**src/design/olo_div.sv**
```systemverilog
`default_nettype none

// Pipelined restoring divider. Starts from a partial remainder below the
// divisor and shifts in zero dividend bits; SPS quotient bits per stage.
module olo_div #(
  parameter int DW  = 16,
  parameter int QB  = 18,
  parameter int SPS = 2,
  parameter int TW  = 8
) (
  input  wire logic          clk,
  input  wire logic          rst,
  input  wire logic          en,
  input  wire logic          in_valid,
  input  wire logic [DW-1:0] in_rem,
  input  wire logic [DW-1:0] in_den,
  input  wire logic [TW-1:0] in_tag,
  output logic               out_valid,
  output logic [QB-1:0]      out_quo,
  output logic [TW-1:0]      out_tag
);

  localparam int NS = QB / SPS;

  logic          vld [NS];
  logic [DW-1:0] rem [NS];
  logic [DW-1:0] den [NS];
  logic [QB-1:0] quo [NS];
  logic [TW-1:0] tag [NS];

  logic [DW-1:0] rem_next [NS];
  logic [QB-1:0] quo_next [NS];

  // Per-stage shift/compare/subtract steps
  always_comb begin
    logic [DW-1:0] r;
    logic [DW-1:0] d;
    logic [QB-1:0] q;
    logic [DW:0]   r2;
    for (int g = 0; g < NS; g++) begin
      if (g == 0) begin
        r = in_rem;
        d = in_den;
        q = '0;
      end else begin
        r = rem[g-1];
        d = den[g-1];
        q = quo[g-1];
      end
      for (int j = 0; j < SPS; j++) begin
        r2 = {r, 1'b0};
        if (r2 >= {1'b0, d}) begin
          r2 = r2 - {1'b0, d};
          q  = {q[QB-2:0], 1'b1};
        end else begin
          q  = {q[QB-2:0], 1'b0};
        end
        r = r2[DW-1:0];
      end
      rem_next[g] = r;
      quo_next[g] = q;
    end
  end

  // Valid chain
  always_ff @(posedge clk) begin
    if (rst) begin
      for (int g = 0; g < NS; g++) vld[g] <= 1'b0;
    end else if (en) begin
      vld[0] <= in_valid;
      for (int g = 1; g < NS; g++) vld[g] <= vld[g-1];
    end
  end

  // Stage payload
  always_ff @(posedge clk) begin
    if (en) begin
      for (int g = 0; g < NS; g++) begin
        rem[g] <= rem_next[g];
        quo[g] <= quo_next[g];
      end
      den[0] <= in_den;
      tag[0] <= in_tag;
      for (int g = 1; g < NS; g++) begin
        den[g] <= den[g-1];
        tag[g] <= tag[g-1];
      end
    end
  end

  assign out_valid = vld[NS-1];
  assign out_quo   = quo[NS-1];
  assign out_tag   = tag[NS-1];

endmodule

`default_nettype wire

```
**config.mk**
```make
export PLATFORM = sky130hd
export DESIGN_NAME = olo_div
export DESIGN_NICKNAME = d
export VERILOG_FILES = /design/src/design/olo_div.sv
export SDC_FILE = /design/constraint.sdc
export NUM_CORES = 1
export LEC_CHECK = 0
export ABC_AREA = 1
export BUFFER_PORTS_ARGS = -buffer_cell sky130_fd_sc_hd__buf_4
export CORE_ASPECT_RATIO = 0.75
export CORE_MARGIN = 2
export CORE_UTILIZATION = 55
export DETAILED_ROUTE_END_ITERATION = 7
export HOLD_SLACK_MARGIN = 0.06
export PLACE_DENSITY = 0.67
export SYNTH_ARGS = -nofsm -noshare
export SYNTH_HDL_FRONTEND = slang
export SYNTH_SLANG_ARGS = --single-unit
```
**constraint.sdc**
```tcl
create_clock -name clk -period 5 [get_ports clk]
set_input_delay 1 -clock clk [delete_from_list [all_inputs] [get_ports clk]]
set_output_delay 1 -clock clk [all_outputs]
set_load 0.005 [all_outputs]
```
==> results of run 1 <==
-- worst register-to-register path: stages, from the launching register on --
cell and delay, ps:
edfxtp_1 460, inv_1 170, ha_1 280, ha_1 230, nand2_1 70, nor2_1 50
nand3_1 60, nor2_1 80, nor2_4 170, a21boi_4 540, nand2_1 120, nand2_1 130
ha_1 290, a21oi_1 230, o21ai_0 120, a21oi_1 130, nand2_1 140, nand2_1 100
nand2_1 90, nand2_2 290, nand3_4 270, nand2_1 130, nand2_1 80
-- placed cells by master, fill, tap and decap left out, types with 7 or more instances in the layout --
cell type / instances
a21o_1: 9
a21oi_1: 236
and2_1: 11
buf_4: 87
bufinv_16: 8
clkbuf_16: 46
clkinv_2: 8
edfxtp_1: 427
fa_1: 9
ha_1: 279
inv_1: 487
inv_2: 39
nand2_1: 1370
nand2_2: 30
nand2_4: 12
nand3_1: 335
nand3_2: 32
nand3_4: 7
nand3b_1: 35
nand4_1: 44
nor2_1: 207
nor2_2: 22
nor2_4: 10
nor3_1: 26
nor3_2: 9
nor4_1: 7
o21a_1: 17
o21ai_0: 84
o21ai_2: 12
or2_2: 39
xnor2_1: 46
xor2_1: 97
-- synth_stat cells, drive strengths merged --
cell,count
clkbuf,2
nor3,35
a31oi,7
nand2,1413
a21boi,8
ha,279
nand3,374
or2,41
fa,9
nand3b,35
nand4,47
edfxtp,427
nor3b,1
xor2,97
o21ai,102
clkinv,2
inv,528
o211ai,6
nor2,240
a211oi,5
o21a,17
nor4,9
and2,12
buf,70
a31o,5
a41oi,1
a21o,9
xnor2,46
o21bai,6
and3,2
a21oi,243
o21ba,1
-- how the worst min path moves through the flow --
stage	slack, ps	from	cells past startpoint	endpoint
floorplan	400	quo[0][80]	0	quo[0][100]
global placement	400	tag[0][49]	0	tag[0][57]
detailed placement	400	quo[0][81]	0	quo[0][101]
CTS	390	quo[0][81]	0	quo[0][101]
global route	410	quo[0][140]	0	quo[0][160]
finish	400	quo[0][94]	0	quo[0][114]
-- logic make-up after synthesis --
logic type               after synthesis  share of synthesized area
AO/OA/AOI/OAI                        410                     0.0714
buffers and inverters                602                     0.0789
AND/OR/NAND/NOR                     2209                      0.304
adder cells (fa/ha/maj)              288                      0.113
flip-flops                           427                      0.394
XOR/XNOR                             143                     0.0385
-- per-stage QoR --
step	hold WS, ps	setup WS, ps	instance area [um^2]
final	401	502	35300
after global routing	413	121	35300
after CTS	393	550	35300
after detailed placement	405	389	33700
after global placement	400	440	33700
after floorplan	400	867	32500
-- flip-flops by register name, summed over array words and instances, names as in the netlist --
register	flops
quo	90
den	128
rem	128
vld	9
tag	72
-- metal layers --
layer | wire length, um | track usage
met5 | 0 | 0
met4 | 1210 | 0.0474
met3 | 6390 | 0.0387
met2 | 33200 | 0.381
met1 | 43600 | 0.452
-- area by class of cell --
class | count | area, um^2
flip-flops and latches | 427 | 12800
inverters | 530 | 1990
well taps | 790 | 988
clock buffers | 50 | 1170
multi-input cells | 3050 | 17100
repair buffers | 91 | 728
clock inverters | 32 | 454
fillers | 5375 | 23400
==> impl_metrics.env, run 1 <==
export IMPL_rr_endpoint="rem[0][127]"
export IMPL_endpoint="rem[0][127]"
export IMPL_drc=0
export IMPL_fin_crit_sh=0.900
export IMPL_rows=77
export IMPL_max_freq_ghz=0.222
export IMPL_gp_congestion=0.962
export IMPL_dp_cells=4888
export IMPL_final_util=0.601
export IMPL_grt_usage=0.275
export IMPL_yosysTopAreaCell="edfxtp_1"
export IMPL_io_pins=71
export IMPL_place_hpwl_um=67800
export IMPL_cts_tree="built"
export IMPL_grt_max_degree=105
export IMPL_final_min_clock_period_ps=4500
export IMPL_cts_made_buffers=46
export IMPL_postCtsSetupBuffers=0
export IMPL_status="finished clean"
export IMPL_grt_pass1_wl_um=134000
export IMPL_synth_cell_types=60
export IMPL_portBuffers=70
export IMPL_cts_htree_levels=2
export IMPL_netlist_area_leader_share=0.394
export IMPL_cts_resized=0
export IMPL_cp_data_arrival_time_ps=4850
export IMPL_cts_sink_count=427
export IMPL_viasPerCell=5.40
export IMPL_netlist_area_um2=32500
export IMPL_path_common_cell="nand2_1"
export IMPL_setup_viol=0
export IMPL_cts_root_buffer="clkbuf_16"
export IMPL_drive_gt1_frac=0.0967
export IMPL_die_h_um=215
export IMPL_r2r_setup_slack_ps=500
export IMPL_finClkSkew_ps=35.0
export IMPL_cp_start_kind="flop"
export IMPL_cp_required_ps=5350
export IMPL_grt_pass1_vias=24400
export IMPL_synth_area_per_cell_um2=7.97
export IMPL_worst_path_max_delay_cell="a21boi_4"
export IMPL_core_area_um2=58700
export IMPL_hp_class="reg -> reg"
export IMPL_cp_depth=22
export IMPL_final_cells=4970
export IMPL_critPathLaunch="den[0][97]"
export IMPL_via_count=26800
export IMPL_drt_iter0_drc=2526
export IMPL_yosys_warnings=0
export IMPL_tns_ps=0
export IMPL_crit_type="reg -> reg"
export IMPL_die_area_um2=61100
export IMPL_worstRegToRegCells=22
export IMPL_postCtsHoldBufs=0
export IMPL_syn_nets=4411
export IMPL_clkTransAtPathRegs_ps=60
export IMPL_cp_top_family="simple AND/OR/NAND/NOR gates"
export IMPL_clockBufferDepth=3
export IMPL_slew_headroom=0.390
export IMPL_die_w_um=285
export IMPL_cap_violations=0
export IMPL_syn_inst=4079
export IMPL_crit_chain="inv_1 > ha_1 > ha_1 > nand2_1 > nor2_1 > nand3_1 > nor2_1 > nor2_4 > a21boi_4 > nand2_1 > nand2_1 > ha_1 > a21oi_1 > o21ai_0 > a21oi_1 > nand2_1 > nand2_1 > nand2_1 > nand2_2 > nand3_4 > nand2_1 > nand2_1"
export IMPL_synth_seq_cells=427
export IMPL_nets=4478
export IMPL_initial_core_util=0.554
export IMPL_worstMarginPinSlew_ps=916
export IMPL_ant_nets=0
export IMPL_cp_end_kind="flop"
export IMPL_antenna_cells=0
export IMPL_antenna_found_initial=1
export IMPL_clk_latency_ps=610
export IMPL_rsz0062_at_grt="no"
export IMPL_synthTopCellsByArea="edfxtp_1, nand2_1, ha_1"
export IMPL_areaGrowthSynthToFinish_pct=8.51
export IMPL_cpPeakStageDelay_ps=540
export IMPL_grt_overflow=0
export IMPL_hold_viol=0
export IMPL_yosysSeqAreaShare=0.394
export IMPL_cp_buffers_inverters=1
export IMPL_path_max_fanout=17
export IMPL_timing_rr_start="den[0][97]"
export IMPL_drt_pass1_iter_count=6
export IMPL_wire_per_inst_um=17.0
export IMPL_wirelength_um=84400
export IMPL_final_max_slew_viol_count=0
Power of run 1 is not shown: default switching activity piles up to over one toggle a cycle in this logic, so the estimate is an artifact.
==> run 2, diff against run 1 <==
==> constraint.sdc (replaced) <==
create_clock -name clk -period 5 [get_ports clk]
set_input_delay 1.25 -clock clk [delete_from_list [all_inputs] [get_ports clk]]
set_output_delay 1.25 -clock clk [all_outputs]
set_load 0.005 [all_outputs]
==> run 2 against run 1 <==
Compared with the run above:
- utilization decreased by 0.33 points
- clock-buffer cell count grew 3
- critical path type unchanged
- highest routed layer unchanged
- final cell count fell by 0.10%
- die area did not move
- worst hold slack lost 15 ps
- sequential cell count stayed put
- largest cell class unchanged
- critical path depth unchanged
- non-clock buffer count decreased by 2
- clock skew grew 10 ps
==> impl_metrics.env, run 2 (same netlist as run 1, synthesis figures left out) <==
export IMPL_status="finished clean"
export IMPL_drc=0
export IMPL_hold_viol=0
export IMPL_cts_resized=0
export IMPL_final_cell_mix="nand2_1, inv_1, edfxtp_1, nand3_1, ha_1"
export IMPL_nets=4474
export IMPL_slew_headroom=0.470
export IMPL_final_max_slew_viol_count=0
export IMPL_hp_class="reg -> reg"
export IMPL_hold_path_startpoint="quo[0][81]"
export IMPL_cp_start_kind="flop"
export IMPL_antenna_cells=0
export IMPL_whs_ps=386
export IMPL_fin_crit_sh=0.907
export IMPL_crit_type="reg -> reg"
export IMPL_cts_made_buffers=44
export IMPL_initial_core_util=0.554
export IMPL_wl_met1_um=43300
export IMPL_antenna_found_initial=1
export IMPL_clkTransAtPathRegs_ps=60
export IMPL_core_area_um2=58700
export IMPL_route_met3_wl_um=6650
export IMPL_rr_endpoint="rem[0][116]"
export IMPL_reg_top3="den x128, rem x128, quo x90"
export IMPL_cts_sink_count=427
export IMPL_grt_usage=0.272
export IMPL_clk_latency_ps=610
export IMPL_grt_overflow=0
export IMPL_io_pins=71
export IMPL_wl_met2_um=32900
export IMPL_clockBufferDepth=3
export IMPL_grt_pass1_vias=24300
export IMPL_grt_max_degree=93
export IMPL_wire_per_inst_um=16.9
export IMPL_min_to="quo[0][101]"
export IMPL_die_w_um=285
export IMPL_cp_data_arrival_time_ps=4890
export IMPL_cts_root_buffer="clkbuf_16"
export IMPL_die_area_um2=61100
export IMPL_postCtsSetupBuffers=0
export IMPL_areaGrowthSynthToFinish_pct=7.90
export IMPL_wirelength_um=84100
export IMPL_via_count=26800
export IMPL_cts_htree_levels=2
export IMPL_portBuffers=70
export IMPL_final_common_cell="nand2_1"
export IMPL_tns_ps=0
export IMPL_ant_nets=0
export IMPL_place_hpwl_um=67500
export IMPL_path_max_fanout=17
export IMPL_cp_required_ps=5360
export IMPL_grt_pass1_wl_um=133000
export IMPL_viasPerCell=5.39
export IMPL_hold_path_cell_count=0
export IMPL_drt_iter0_drc=2441
export IMPL_drt_pass1_iter_count=6
export IMPL_drive_gt1_frac=0.0939
export IMPL_timing_rr_start="den[0][97]"
export IMPL_worstMarginPinSlew_ps=794
export IMPL_die_h_um=215
export IMPL_final_min_clock_period_ps=4530
export IMPL_rows=77
export IMPL_r2r_setup_slack_ps=470
export IMPL_top_layer="met4"
export IMPL_cap_violations=0
export IMPL_setup_viol=0
export IMPL_max_freq_ghz=0.221
export IMPL_cp_end_kind="flop"
export IMPL_critPathLaunch="den[0][97]"
export IMPL_postCtsHoldBufs=0
export IMPL_worstRegToRegCells=22
export IMPL_gp_congestion=0.956
export IMPL_rsz0062_at_grt="no"
export IMPL_cts_tree="built"
export IMPL_finClkSkew_ps=45.2
==> run 2: changes by cell type in the layout (fill, tap and decap cells not counted), sizes merged <==
cell,before,now
bufinv,8,3
clkinv,17,18
buf,91,89
clkinvlp,4,6
inv,533,529
clkbuf,50,53
==> run 2: per-stage QoR <==
| step | cell area, um^2 | worst slack [ps] | utilization | std cells |
|---|---|---|---|---|
| 6_report | 35100 | 467 | 0.598 | 4965 |
| 3_5_place_dp | 33700 | 215 | 0.574 | 4886 |
| 3_3_place_gp | 33700 | 264 | 0.574 | 4886 |
| 5_1_grt | 35100 | 115 | 0.598 | 4965 |
| 2_1_floorplan | 32500 | 617 | - | 4079 |
| 4_1_cts | 35100 | 560 | 0.598 | 4965 |
==> run 2: critical path, stage by stage, from the launching register on <==
cell,delay [ps]
edfxtp_1,460
inv_1,180
ha_1,290
ha_1,230
nand2_1,70
nor2_1,60
nand3_1,80
nor2_1,90
nor2_4,160
a21boi_4,510
nand2_1,90
nand2_1,120
ha_1,280
a21oi_1,270
nand2_1,120
a21oi_1,130
nand2_1,140
nand2_1,100
nand2_1,90
nand2_2,300
nand3_4,280
nand2_1,150
nand2_1,60
==> run 2: routing by layer <==
layer | up-vias | track usage
li1 | 13600 | -
met4 | 0 | 0.0532
met5 | - | 0
met3 | 77 | 0.0467
met2 | 887 | 0.374
met1 | 12200 | 0.443
==> run 2: worst max path at each step <==
| stage | slack (ps) | end |
|---|---|---|
| after floorplan | 620 | rem[0][7] |
| after global placement | 260 | rem[0][11] |
| after detailed placement | 220 | rem[0][2] |
| after CTS | 560 | rem[0][69] |
| after global routing | 110 | rem[0][110] |
| final | 470 | rem[0][116] |
==> run 2: cell type report <==
type / count / area (um^2)
timing repair buffer: 89 / 713
clock buffer: 53 / 1130
fill: 5370 / 23600
tap: 790 / 988
clock inverter: 26 / 304
sequential: 427 / 12800
inverter: 530 / 1990
multi-input combinational: 3050 / 17100
Power of run 2 is left out for the same reason.
