**config.mk**
```make
export PLATFORM = sky130hd
export DESIGN_NAME = olo_sqrt
export DESIGN_NICKNAME = d
export VERILOG_FILES = /design/src/design/olo_pkg.sv /design/src/design/olo_sqrt.sv
export SDC_FILE = /design/constraint.sdc
export NUM_CORES = 1
export LEC_CHECK = 0
export BUFFER_PORTS_ARGS = -buffer_cell sky130_fd_sc_hd__buf_2
export CAP_MARGIN = 20
export CELL_PAD_IN_SITES_DETAIL_PLACEMENT = 1
export CELL_PAD_IN_SITES_GLOBAL_PLACEMENT = 1
export CORE_ASPECT_RATIO = 0.75
export CORE_MARGIN = 4
export CORE_UTILIZATION = 34
export CTS_CLUSTER_DIAMETER = 100
export DETAILED_ROUTE_END_ITERATION = 8
export GPL_TIMING_DRIVEN = 0
export PLACE_DENSITY = 0.57
export SLEW_MARGIN = 30
export SYNTH_ARGS = -nofsm -noshare
export SYNTH_HDL_FRONTEND = slang
export SYNTH_SLANG_ARGS = --single-unit
```
**constraint.sdc**
```tcl
create_clock -name clk -period 8.4 [get_ports clk]
set_input_delay 2.1 -clock clk [delete_from_list [all_inputs] [get_ports clk]]
set_output_delay 2.1 -clock clk [all_outputs]
set_load 0.005 [all_outputs]
```
**src/design/olo_pkg.sv**
```systemverilog
`default_nettype none

package olo_pkg;

  // Fixed-point formats
  localparam int P_W   = 18;   // pressure factor, Q2.16
  localparam int T_W   = 18;   // temperature factor, Q2.16
  localparam int S_W   = 17;   // sqrt of temperature factor, Q16
  localparam int ADF_W = 20;   // |frequency - line center|
  localparam int M_W   = 32;   // 357 * n
  localparam int Y_W   = 60;   // 100 * D

  localparam logic [P_W-1:0] ONE_Q16 = 18'd65536;

  // Range limits, tested on raw inputs
  localparam logic [18:0] P_LO_X10 = 19'd14016;   // 10 * pressure lower bound
  localparam logic [14:0] P_HI     = 15'd28032;
  localparam logic [15:0] T_LO     = 16'd9600;
  localparam logic [15:0] T_HI     = 16'd38400;

  // pressure * 2^16 / 14016 == (pressure * 2^10) / 219
  localparam logic [24:0] P_RECIP   = 25'd19611722;   // floor(2^32 / 219)
  localparam logic [7:0]  P_DIVQ    = 8'd219;

  // 19200 * 2^16 / temperature: leading partial remainder, divisor for t = 1.0
  localparam logic [15:0] T_REM0    = 16'd4800;
  localparam logic [15:0] T_UNITY   = 16'd19200;

  localparam logic [19:0] LINE_CENTER = 20'd121600;

  // Division by 5 split at bit 18: 2^18 = 5 * 52428 + 4
  localparam logic [22:0] DIV5_RECIP = 23'd6710886;   // floor(2^25 / 5)
  localparam logic [15:0] DIV5_HI    = 16'd52428;

  localparam logic [8:0] OPAC_NUM = 9'd357;
  localparam logic [6:0] OPAC_DEN = 7'd100;

  typedef struct packed {
    logic p_rep;
    logic t_rep;
  } flags_t;

  // Side data riding along the temperature divider
  typedef struct packed {
    logic [P_W-1:0]   p;
    logic [ADF_W-1:0] adf;
    flags_t           flags;
  } tdiv_tag_t;

  // Side data riding along the square root
  typedef struct packed {
    logic [P_W-1:0]   p;
    logic [T_W-1:0]   t;
    logic [ADF_W-1:0] adf;
    flags_t           flags;
  } sq_tag_t;

endpackage

`default_nettype wire

```
**src/design/olo_sqrt.sv**
```systemverilog
`default_nettype none

// Pipelined digit-by-digit square root of t * 2^16, two result bits per stage.
module olo_sqrt #(
  parameter int TW = 8
) (
  input  wire logic                   clk,
  input  wire logic                   rst,
  input  wire logic                   en,
  input  wire logic                   in_valid,
  input  wire logic [olo_pkg::T_W-1:0] in_t,
  input  wire logic [TW-1:0]          in_tag,
  output logic                        out_valid,
  output logic [olo_pkg::S_W-1:0]     out_s,
  output logic [TW-1:0]               out_tag
);

  // Radicand {2'b0, t, 16'b0}: 18 bit pairs
  localparam int NS  = 9;
  localparam int SPS = 2;
  localparam int VW  = 36;
  localparam int RW  = 20;
  localparam int QW  = 18;

  logic                    vld  [NS];
  logic [RW-1:0]           rem  [NS];
  logic [QW-1:0]           root [NS];
  logic [olo_pkg::T_W-1:0] tv   [NS];
  logic [TW-1:0]           tag  [NS];

  logic [RW-1:0] rem_next  [NS];
  logic [QW-1:0] root_next [NS];

  always_comb begin
    logic [RW-1:0]           r;
    logic [QW-1:0]           q;
    logic [olo_pkg::T_W-1:0] t;
    logic [VW-1:0]           vv;
    logic [RW+1:0]           r4;
    logic [RW+1:0]           trial;
    for (int g = 0; g < NS; g++) begin
      if (g == 0) begin
        r = '0;
        q = '0;
        t = in_t;
      end else begin
        r = rem[g-1];
        q = root[g-1];
        t = tv[g-1];
      end
      vv = {2'b00, t, 16'b0};
      for (int j = 0; j < SPS; j++) begin
        r4    = {r, vv[VW-1-2*(g*SPS+j) -: 2]};
        trial = {2'b00, q, 2'b01};
        if (r4 >= trial) begin
          r4 = r4 - trial;
          q  = {q[QW-2:0], 1'b1};
        end else begin
          q  = {q[QW-2:0], 1'b0};
        end
        r = r4[RW-1:0];
      end
      rem_next[g]  = r;
      root_next[g] = q;
    end
  end

  always_ff @(posedge clk) begin
    if (rst) begin
      for (int g = 0; g < NS; g++) vld[g] <= 1'b0;
    end else if (en) begin
      vld[0] <= in_valid;
      for (int g = 1; g < NS; g++) vld[g] <= vld[g-1];
    end
  end

  always_ff @(posedge clk) begin
    if (en) begin
      for (int g = 0; g < NS; g++) begin
        rem[g]  <= rem_next[g];
        root[g] <= root_next[g];
      end
      tv[0]  <= in_t;
      tag[0] <= in_tag;
      for (int g = 1; g < NS; g++) begin
        tv[g]  <= tv[g-1];
        tag[g] <= tag[g-1];
      end
    end
  end

  assign out_valid = vld[NS-1];
  assign out_s     = root[NS-1][olo_pkg::S_W-1:0];
  assign out_tag   = tag[NS-1];

endmodule

`default_nettype wire

```
==> impl_metrics.csv, run 1 <==
group,metric,value,unit
grt,antenna_found_initial,0,
final_layout,fillers,6743,
grt,grt_pass1_vias,16000,
die,start_util,34.6,%
synth,synth-simple-area-share,14.7,%
route,dr.pass1.iters,5,
power,peakVddDrop,0.000151,V
synth,async_flop_share,0,%
clock_tree,cts_max_level,2,
worst_hold_path,hold_path_class,"flip-flop to flip-flop",
synth,syn_avg_cell_area,10.7,um^2
synth,ys_ff_latch,342,
power,power,5.80,mW
synth,synth_edf_count,342,
die,rows,78,
final_layout,drive_gt1_share,10.6,%
synth,yosys_most_used_dff,"edfxtp_1",
clock_tree,clk_pin_slew,0.06,ns
grt,gr-total-overflow,0,
place,dp.cells,2838,
setup_path,reg2reg_from,"rem[0][121]$_DFFE_PP_",
sta,final-setup-viol-count,0,
final_layout,fin_area,0.0239,mm^2
grt,grt_first_pass_wirelength,85900,um
clock_tree,cts_hold_buf,0,
place,port_buffers,55,
final_layout,n_antenna_cell,0,
route,wl_met2,23700,um
setup_path,crit_fanout,10,
synth,ys_seq_area_share,48.5,%
synth,synth_xor_area_share,6.79,%
worst_hold_path,holdCritStartpoint,"tag[0][3]$_DFFE_PP_",
grt,grt_max_degree,92,
setup_path,critPathMaxStageDelay,0.62,ns
synth,synth_fa_ha_area_share,9.61,%
sta,rsz0062_at_grt,"false",
sta,setup_ws,1.34,ns
place,dp_slack,1.17,ns
place,hpwl,40400,um
setup_path,startpoint_type,"flip-flop",
place,dpl_cell_area,0.0226,mm^2
setup_path,path_cells,"inv_1 > ha_1 > inv_1 > fa_1 > nor2b_1 > o21ai_0 > a21bo_2 > a21oi_1 > o2111ai_1 > nand3_1 > buf_1 > mux2_2 > ha_1 > a21o_1 > a21oi_1 > o21ai_0 > nor3b_1 > nor2_1 > a211o_1 > o21a_1 > nand4_1 > nor2_1 > clkbuf_1 > mux2_2",
die,core_area,0.0611,mm^2
setup_path,cp-startpoint,"rem[0][121]$_DFFE_PP_",
setup_path,crit_path_end_kind,"flip-flop",
setup_path,crit_buf_inv,4,
die,dieArea,0.0664,mm^2
synth,yosysUniqueCellTypes,81,
setup_path,crit_arrival,7.38,ns
sta,max_slew_margin,44.6,%
power,p_leak,9.16,nW
setup_path,path_class,"flip-flop to flip-flop",
die,die_width,296,um
synth,syn_area,0.0212,mm^2
synth,synth_nets,2167,
route,top_layer_used,"met4",
route,routed-wl-met3,1480,um
flow_run,drv_cap,0,
grt,grt_usage,15.9,%
clock_tree,cts_resized,0,
final_layout,instances_no_fill,2909,
sta,finalHoldViolCount,0,
run_status,outcome,"complete, no violations",
route,drc,0,
route,routed_wl,52400,um
sta,max_freq,142,MHz
route,wl_per_cell,18.0,um
sta,fin_skew,0.0356,ns
sta,slew_viol_final,0,
die,ios,56,
route,via_per_inst,5.23,
synth,yosysWarnings,0,
clock_tree,postCtsSetupBuffers,0,
clock_tree,ctsLongestPathBuffers,3,
synth,netlist_instances,1978,
synth,synth-compound-area-share,13.9,%
route,vias,15200,
sta,worstMarginPinSlew,0.820,ns
final_layout,syn_to_final_growth,12.9,%
route,ant_nets,0,
clock_tree,clock-root-buffer,"clkbuf_16",
clock_tree,cts_sinks,342,
synth,synth_top_family_by_area,"simple AND/OR/NAND/NOR gates",
setup_path,cp.required,8.72,ns
clock_tree,cts_tree,"done",
setup_path,crit_slowest_cell,"nor2_1",
final_layout,final_nets,2268,
sta,min_period_over_period,84.1,%
setup_path,crit_family,"compound AO/OA/AOI/OAI gates",
synth,yosys-mux-area-fraction,2.65,%
clock_tree,cts_inserted_buffers,39,
die,die_h,224,um
route,wl_met1,26100,um
power,pwr_density_cell,243,mW/mm^2
sta,fin_crit,7.06,ns
place,routabilityCongestion,0.831,
clock_tree,insertion_delay,0.58,ns
route,drt_iter0_markers,795,
==> final cells by class <==
type	count	area [um^2]	share of cell area [%]
Clock inverter	27	310	1.30
Timing Repair Buffer	60	400	1.68
Tap cell	800	1000	4.19
Buffer	56	314	1.31
Multi-Input combinational cell	1446	10100	42.3
Inverter	134	503	2.10
Clock buffer	44	995	4.16
Sequential cell	342	10300	43.0
==> routing by layer <==
| metal | vias to the layer above | GRT usage, % |
|---|---|---|
| met5 | - | 0 |
| met3 | 69 | 1.94 |
| met1 | 7474 | 22.6 |
| met2 | 153 | 25.9 |
| li1 | 7521 | - |
| met4 | 0 | 3.98 |
==> through the flow <==
step	hold WS (ns)	util [%]	TNS (ns)
4_1_cts	0.381	39.1	0
3_3_place_gp	0.401	36.7	-1.23
2_1_floorplan	0.400	-	0
5_1_grt	0.399	39.1	0
6_report	0.388	39.1	0
3_5_place_dp	0.405	37.0	0
==> state kept, by name, summed over array words and instances (netlist names) <==
| signal | count |
|---|---|
| tv | 40 |
| rem | 143 |
| root | 78 |
| vld | 9 |
| tag | 72 |
==> power by group <==
part	total (mW)	switching, mW	internal [mW]	leakage (nW)
logic	1.70	0.983	0.718	5.30
clock network	1.75	0.749	0.996	0.627
registers	2.35	0.166	2.19	3.24
==> cell families after synthesis <==
group,count (synthesis)
buffers and inverters,190
DFF,342
other,1
xor gates and xnor gates,164
AOI/OAI and AO/OA,461
adders and majority gates,159
muxes,50
and+or+nand+nor,611
==> synth_stat cells (43+ instances only) <==
library cell / n / area [um^2]
nor3_1: 63 / 315
a21o_1: 49 / 368
inv_1: 131 / 492
nand2_1: 135 / 507
xor2_1: 67 / 587
ha_1: 153 / 1910
o21ai_0: 106 / 531
edfxtp_1: 342 / 10300
xnor2_1: 97 / 850
nor2_1: 149 / 559
a21oi_1: 140 / 701
nand3_1: 43 / 215
==> worst paths after layout <==
check                          endpoint  slack, ns  cells after the start
hold / removal     tag[0][11]$_DFFE_PP_       0.39                      0
setup reg to reg  rem[0][152]$_DFFE_PP_       1.34                     24
setup / recovery  rem[0][152]$_DFFE_PP_       1.34                     24
hold reg to reg    tag[0][11]$_DFFE_PP_       0.39                      0
==> cell usage in the layout, fill, tap and decap left out, drive strengths merged, types with 6 or more instances in the layout <==
cell and instances:
xor2 67, o31ai 19, and3 17, nor3 63, a21boi 8, nor4 26
nand2b 20, clkbuf 66, buf 94, xnor2 97, o211ai 9, a21oi 140
mux2 40, o31a 11, or4 13, inv 135, nor3b 8, o21a 30
fa 6, o21bai 11, nor2b 20, nand4 24, and2 26, mux2i 10
nand2 135, nand3b 9, or3 22, a31oi 11, clkinv 17, a211oi 13
o21ai 106, nor2 149, or2 14, nand3 43, a21o 49, edfxtp 342
ha 153
(Power assumes the default switching activity.)
==> run 2, diff against run 1 <==
ABC_AREA = 1   (was not set)
PLACE_DENSITY = 0.59   (was 0.57)
clock period = 6.8 ns   (was 8.4 ns; I/O delays follow)
==> impl_metrics.csv, run 2 <==
group,metric,value,unit
run_status,outcome,"complete, no violations",
clock_tree,clk_pin_slew,0.06,ns
route,drc,0,
sta,whs,0.392,ns
grt,grt_usage,17.9,%
worst_hold_path,whs_endpoint,"tag[0][49]$_DFFE_PP_",
grt,gr-total-overflow,0,
clock_tree,cts_resized,0,
synth,syn_avg_cell_area,8.16,um^2
synth,ys_ff_latch,342,
setup_path,r2r_cells,24,
die,core_area,0.0683,mm^2
power,power.switching,2.94,mW
clock_tree,cts_tree,"done",
route,vias,19300,
grt,antenna_found_initial,1,
power,p_leak,11.8,nW
synth,synth_nets,3062,
clock_tree,cts_inserted_buffers,41,
synth,ys_top_cells_by_count,"nand2_1 (810), inv_1 (378), edfxtp_1 (342), nor2_1 (266), nand3_1 (219)",
route,via_per_inst,4.96,
setup_path,worst_r2r_endpoint,"rem[0][122]$_DFFE_PP_",
clock_tree,cts_hold_buf,0,
route,drt_iter0_markers,1001,
sta,max_freq,168,MHz
place,port_buffers,55,
setup_path,cp.required,7.09,ns
setup_path,path_class,"flip-flop to flip-flop",
clock_tree,ctsLongestPathBuffers,3,
clock_tree,cts_sinks,342,
grt,grt_first_pass_wirelength,107000,um
setup_path,startpoint_type,"flip-flop",
final_layout,largest_reg_flops,143,
final_layout,fin_area,0.0264,mm^2
synth,yosys_most_used_dff,"edfxtp_1",
power,switching_share,36.9,%
synth,synth_edf_count,342,
sta,final-setup-viol-count,0,
route,dr.pass1.iters,5,
route,routed_wl,66500,um
power,peakVddDrop,0.000168,V
power,pwr_density_cell,302,mW/mm^2
sta,min_period_over_period,87.7,%
synth,synth.area.top_cells,"edfxtp_1 (44%), nand2_1 (13%), ha_1 (8.2%)",
synth,syn_area,0.0234,mm^2
synth,synth.most_common_cell,"nand2_1",
flow_run,drv_cap,0,
clock_tree,cts_max_level,2,
sta,max_slew_margin,47.6,%
sta,slew_viol_final,0,
die,die_width,311,um
setup_path,cp-startpoint,"rem[0][101]$_DFFE_PP_",
sta,fin_crit,5.96,ns
die,dieArea,0.0732,mm^2
final_layout,top_regs,"rem (143), root (78), tag (72)",
synth,ys_seq_area_share,43.8,%
setup_path,reg2reg_slack,0.84,ns
route,ant_nets,0,
synth,yosysWarnings,0,
synth,synth_top_area_cell,"edfxtp_1",
place,routabilityCongestion,0.855,
place,dpl_cell_area,0.0249,mm^2
power,power.internal,5.02,mW
synth,netlist_instances,2873,
final_layout,syn_to_final_growth,12.5,%
route,wl_per_cell,17.0,um
sta,fin_skew,0.0340,ns
die,rows,83,
setup_path,crit_arrival,6.25,ns
clock_tree,postCtsSetupBuffers,0,
setup_path,crit_path_end_kind,"flip-flop",
synth,yosys.area.top_type_share,43.8,%
sta,worstMarginPinSlew,0.765,ns
die,start_util,34.3,%
grt,grt_pass1_vias,19900,
clock_tree,insertion_delay,0.58,ns
worst_hold_path,holdCritStartpoint,"tag[0][41]$_DFFE_PP_",
grt,grt_max_degree,83,
power,p_comb_share,34.0,%
sta,rsz0062_at_grt,"false",
synth,async_flop_share,0,%
die,ios,56,
clock_tree,clock-root-buffer,"clkbuf_16",
final_layout,final_cell_mix,"nand2_1 (810), inv_1 (378), edfxtp_1 (342)",
setup_path,reg2reg_from,"rem[0][101]$_DFFE_PP_",
sta,finalHoldViolCount,0,
die,die_h,235,um
power,p_clk_share,29.5,%
worst_hold_path,hold_path_class,"flip-flop to flip-flop",
synth,yosysUniqueCellTypes,54,
worst_hold_path,worstHoldPathCells,0,
final_layout,drive_gt1_share,9.05,%
final_layout,layout_commonest_cell,"nand2_1",
final_layout,n_antenna_cell,0,
place,hpwl,53900,um
power,power_frac_seq,36.5,%
final_layout,final_nets,3164,
setup_path,crit_fanout,11,
final_layout,regMostFlops,"rem",
-- run 2: cell types whose count changed in the layout (fill, tap and decap cells not counted), moves of 38 or more --
cell	before	now
nand2_1	135	810
inv_1	131	378
a21o_1	49	11
nor2_1	149	266
xnor2_1	97	49
nand3_1	43	219
-- run 2: cell type report --
| class | instances | area [um^2] |
|---|---|---|
| clock inverter | 28 | 380 |
| fill | 8164 | 42000 |
| buffer | 56 | 399 |
| tap | 892 | 1120 |
| multi-input combinational | 2086 | 11300 |
| clock buffer | 47 | 1050 |
| timing repair buffer | 59 | 395 |
| inverter | 389 | 1460 |
| sequential | 342 | 10300 |
-- run 2: how the worst max path moves through the flow --
| stage | to | slack [ns] | cells after the start |
|---|---|---|---|
| global route | rem[0][122]$_DFFE_PP_ | 0.20 | 24 |
| floorplan | rem[0][123]$_DFFE_PP_ | 2.37 | 23 |
| CTS | rem[0][122]$_DFFE_PP_ | 0.82 | 24 |
| finish | rem[0][122]$_DFFE_PP_ | 0.84 | 24 |
| global placement | vld[0][8]$_SDFFCE_PN0P_ | -2.16 | 3 |
| detailed placement | rem[0][122]$_DFFE_PP_ | 0.84 | 24 |
-- run 2: per-layer routing --
| metal | vias up | GRT usage [%] | wire length, um |
|---|---|---|---|
| met2 | 231 | 27.1 | 27800 |
| li1 | 9733 | - | - |
| met1 | 9314 | 27.6 | 35600 |
| met3 | 64 | 2.20 | 2170 |
| met4 | 0 | 3.08 | 884 |
| met5 | - | 0 | 0 |
-- run 2: critical path, stage by stage, from the launching register on --
cell and delay [ns]:
edfxtp_1 0.45, inv_1 0.16, ha_1 0.31, inv_1 0.13
fa_1 0.49, o21ai_2 0.30, nand3_1 0.15, nand3_1 0.16
buf_4 0.24, inv_1 0.08, clkbuf_1 0.24, o21ai_0 0.33
ha_1 0.36, nand2_1 0.10, nand2_1 0.06, a31oi_1 0.32
o21ai_0 0.25, nand3_1 0.14, nand2_1 0.10, a21boi_0 0.31
nand3_1 0.19, nor2_2 0.28, nand2_1 0.13, inv_1 0.27
nand2_1 0.14
-- run 2: power groups by stage --
| stage | Combinational [mW] | Clock, mW | Sequential [mW] |
|---|---|---|---|
| final | 2.71 | 2.35 | 2.91 |
| after global routing | 3.10 | 2.52 | 2.94 |
| after CTS | 2.72 | 2.43 | 2.91 |
| after detailed placement | 2.71 | 0 | 2.95 |
| after global placement | 2.62 | 0 | 2.97 |
| after floorplan | 1.99 | 0 | 2.85 |
-- run 2: metrics by stage --
step / worst slack, ns / util [%] / power (mW) / TNS [ns] / instances
2_1_floorplan: 2.37 / - / 4.84 / 0 / 2873
3_3_place_gp: -2.16 / 36.3 / 5.58 / -303.32 / 3820
3_5_place_dp: 0.838 / 36.5 / 5.66 / 0 / 3824
4_1_cts: 0.819 / 38.6 / 8.07 / 0 / 3899
5_1_grt: 0.197 / 38.6 / 8.56 / 0 / 3899
6_report: 0.837 / 38.6 / 7.96 / 0 / 3899
-- run 2: logic make-up after synthesis --
| group | synth area share (%) |
|---|---|
| flip-flops | 43.8 |
| other | 0.0160 |
| AO/OA/AOI/OAI | 8.05 |
| XOR/XNOR | 4.67 |
| multiplexers | 0.0427 |
| AND/OR/NAND/NOR | 26.8 |
| buffers and inverters | 7.94 |
| adder cells (fa/ha/maj) | 8.68 |
==> run 3, diff against run 2 <==
PLACE_DENSITY = 0.63   (was 0.59)
==> impl_metrics.csv, run 3 (synthesis results as in run 2) <==
group,metric,value,unit
final_layout,final_cell_mix,"nand2_1 (810), inv_1 (378), edfxtp_1 (342)",
final_layout,regMostFlops,"rem",
power,power_frac_seq,37.0,%
sta,max_slew_margin,50.4,%
die,ios,56,
setup_path,crit_path_end_kind,"flip-flop",
power,power.internal,4.93,mW
grt,grt_pass1_vias,19900,
setup_path,path_class,"flip-flop to flip-flop",
final_layout,n_antenna_cell,0,
grt,antenna_found_initial,0,
sta,fin_skew,0.0364,ns
final_layout,top_regs,"rem (143), root (78), tag (72)",
run_status,outcome,"complete, no violations",
grt,grt_usage,17.8,%
worst_hold_path,hold_path_class,"flip-flop to flip-flop",
route,drt_iter0_markers,982,
power,power.switching,2.93,mW
clock_tree,postCtsSetupBuffers,0,
final_layout,drive_gt1_share,9.18,%
grt,grt_first_pass_wirelength,107000,um
setup_path,reg2reg_from,"rem[0][121]$_DFFE_PP_",
place,dpl_cell_area,0.0249,mm^2
power,p_clk_share,28.6,%
die,dieArea,0.0732,mm^2
sta,slew_viol_final,0,
setup_path,crit_slowest_cell,"o21ai_0",
grt,grt_max_degree,96,
clock_tree,clock-root-buffer,"clkbuf_16",
route,vias,19400,
die,rows,83,
final_layout,layout_commonest_cell,"nand2_1",
final_layout,final_nets,3164,
setup_path,crit_family,"simple AND/OR/NAND/NOR gates",
setup_path,reg2reg_slack,0.88,ns
final_layout,final_util,38.5,%
die,die_h,235,um
place,routabilityCongestion,0.865,
sta,max_freq,169,MHz
sta,final-setup-viol-count,0,
final_layout,syn_to_final_growth,12.3,%
setup_path,r2r_cells,29,
clock_tree,clk_pin_slew,0.06,ns
setup_path,crit_buf_inv,9,
route,dr.pass1.iters,7,
setup_path,crit_arrival,6.27,ns
die,start_util,34.3,%
worst_hold_path,worstHoldPathCells,0,
clock_tree,cts_tree,"done",
route,ant_nets,0,
power,peakVddDrop,0.000202,V
clock_tree,cts_hold_buf,0,
route,drc,0,
setup_path,path_common_cell,"nand2_1",
sta,rsz0062_at_grt,"false",
die,die_width,311,um
place,hpwl,53300,um
setup_path,critPathMaxStageDelay,0.50,ns
grt,gr-total-overflow,0,
clock_tree,ctsLongestPathBuffers,3,
final_layout,fillers,8245,
clock_tree,cts_inserted_buffers,41,
sta,worstMarginPinSlew,0.725,ns
power,p_comb_share,34.3,%
power,switching_share,37.3,%
sta,finalHoldViolCount,0,
setup_path,startpoint_type,"flip-flop",
sta,fin_crit,5.92,ns
power,pwr_density_cell,298,mW/mm^2
place,port_buffers,55,
sta,min_period_over_period,87.1,%
clock_tree,cts_sinks,342,
setup_path,crit_fanout,11,
setup_path,worst_r2r_endpoint,"rem[0][151]$_DFFE_PP_",
clock_tree,cts_max_level,2,
route,wl_per_cell,16.9,um
flow_run,drv_cap,0,
final_layout,largest_reg_flops,143,
route,via_per_inst,4.97,
clock_tree,cts_resized,0,
final_layout,fin_area,0.0263,mm^2
route,routed_wl,66000,um
power,p_leak,11.8,nW
worst_hold_path,holdCritStartpoint,"tag[0][31]$_DFFE_PP_",
setup_path,cp.required,7.14,ns
clock_tree,insertion_delay,0.60,ns
die,core_area,0.0683,mm^2
worst_hold_path,whs_endpoint,"tag[0][39]$_DFFE_PP_",
-- run 3: changes by cell type in the layout (fill, tap and decap cells not counted), sizes merged --
| cell | before | now |
|---|---|---|
| bufinv | 7 | 4 |
| clkbuf | 55 | 51 |
| clkinv | 19 | 21 |
| clkinvlp | 2 | 6 |
| inv | 389 | 391 |
-- run 3: worst max path at each step --
stage                                     start                 endpoint  slack (ns)  depth (start not counted)
after floorplan           rem[0][101]$_DFFE_PP_    rem[0][123]$_DFFE_PP_        2.37                         23
after global placement                       en  vld[0][2]$_SDFFCE_PN0P_       -2.15                          3
after detailed placement  rem[0][121]$_DFFE_PP_    rem[0][142]$_DFFE_PP_         1.0                         27
after CTS                 rem[0][121]$_DFFE_PP_    rem[0][142]$_DFFE_PP_        0.98                         27
after global routing      rem[0][121]$_DFFE_PP_    rem[0][151]$_DFFE_PP_        0.30                         29
final                     rem[0][121]$_DFFE_PP_    rem[0][151]$_DFFE_PP_        0.88                         29
-- run 3: metrics by stage --
step | worst slack (ns) | hold slack [ns] | std cells | power (mW) | TNS (ns)
2_1_floorplan | 2.37 | 0.400 | 2873 | 4.84 | 0
3_3_place_gp | -2.15 | 0.400 | 3820 | 5.57 | -305.45
3_5_place_dp | 0.995 | 0.406 | 3824 | 5.64 | 0
4_1_cts | 0.978 | 0.394 | 3900 | 7.96 | 0
5_1_grt | 0.296 | 0.401 | 3900 | 8.47 | 0
6_report | 0.877 | 0.394 | 3900 | 7.85 | 0
-- run 3: layer usage --
metal | wire [um] | global-route usage [%] | vias up | part of all wire, %
met4 | 895 | 3.28 | 0 | 1.4
met1 | 35100 | 27.0 | 9400 | 53
met3 | 2100 | 2.27 | 59 | 3.2
met2 | 28000 | 27.5 | 201 | 42
met5 | 0 | 0 | - | 0
li1 | - | - | 9738 | -
-- run 3: worst register-to-register path: cells and delay by family (launching register included) --
family | cells | cell delay, ns
buffers and inverters | 9 | 1.53
AO/OA/AOI/OAI | 2 | 0.64
flip-flops | 1 | 0.45
AND/OR/NAND/NOR | 15 | 2.05
adder cells (fa/ha/maj) | 3 | 1.00
-- run 3: power by group through the flow --
stage | registers (mW) | logic, mW | clock network [mW]
2_1_floorplan | 2.85 | 1.99 | 0
3_3_place_gp | 2.97 | 2.60 | 0
3_5_place_dp | 2.95 | 2.69 | 0
4_1_cts | 2.91 | 2.71 | 2.34
5_1_grt | 2.94 | 3.10 | 2.43
6_report | 2.91 | 2.70 | 2.25
-- run 3: cell type report --
| class | instances | area (um^2) | share of cell area [%] |
|---|---|---|---|
| multi-input combinational | 2086 | 11300 | 42.9 |
| clock buffer | 43 | 1050 | 4.01 |
| clock inverter | 33 | 317 | 1.20 |
| inverter | 389 | 1460 | 5.55 |
| tap | 892 | 1120 | 4.24 |
| sequential | 342 | 10300 | 39.0 |
| timing repair buffer | 59 | 395 | 1.50 |
| buffer | 56 | 399 | 1.52 |
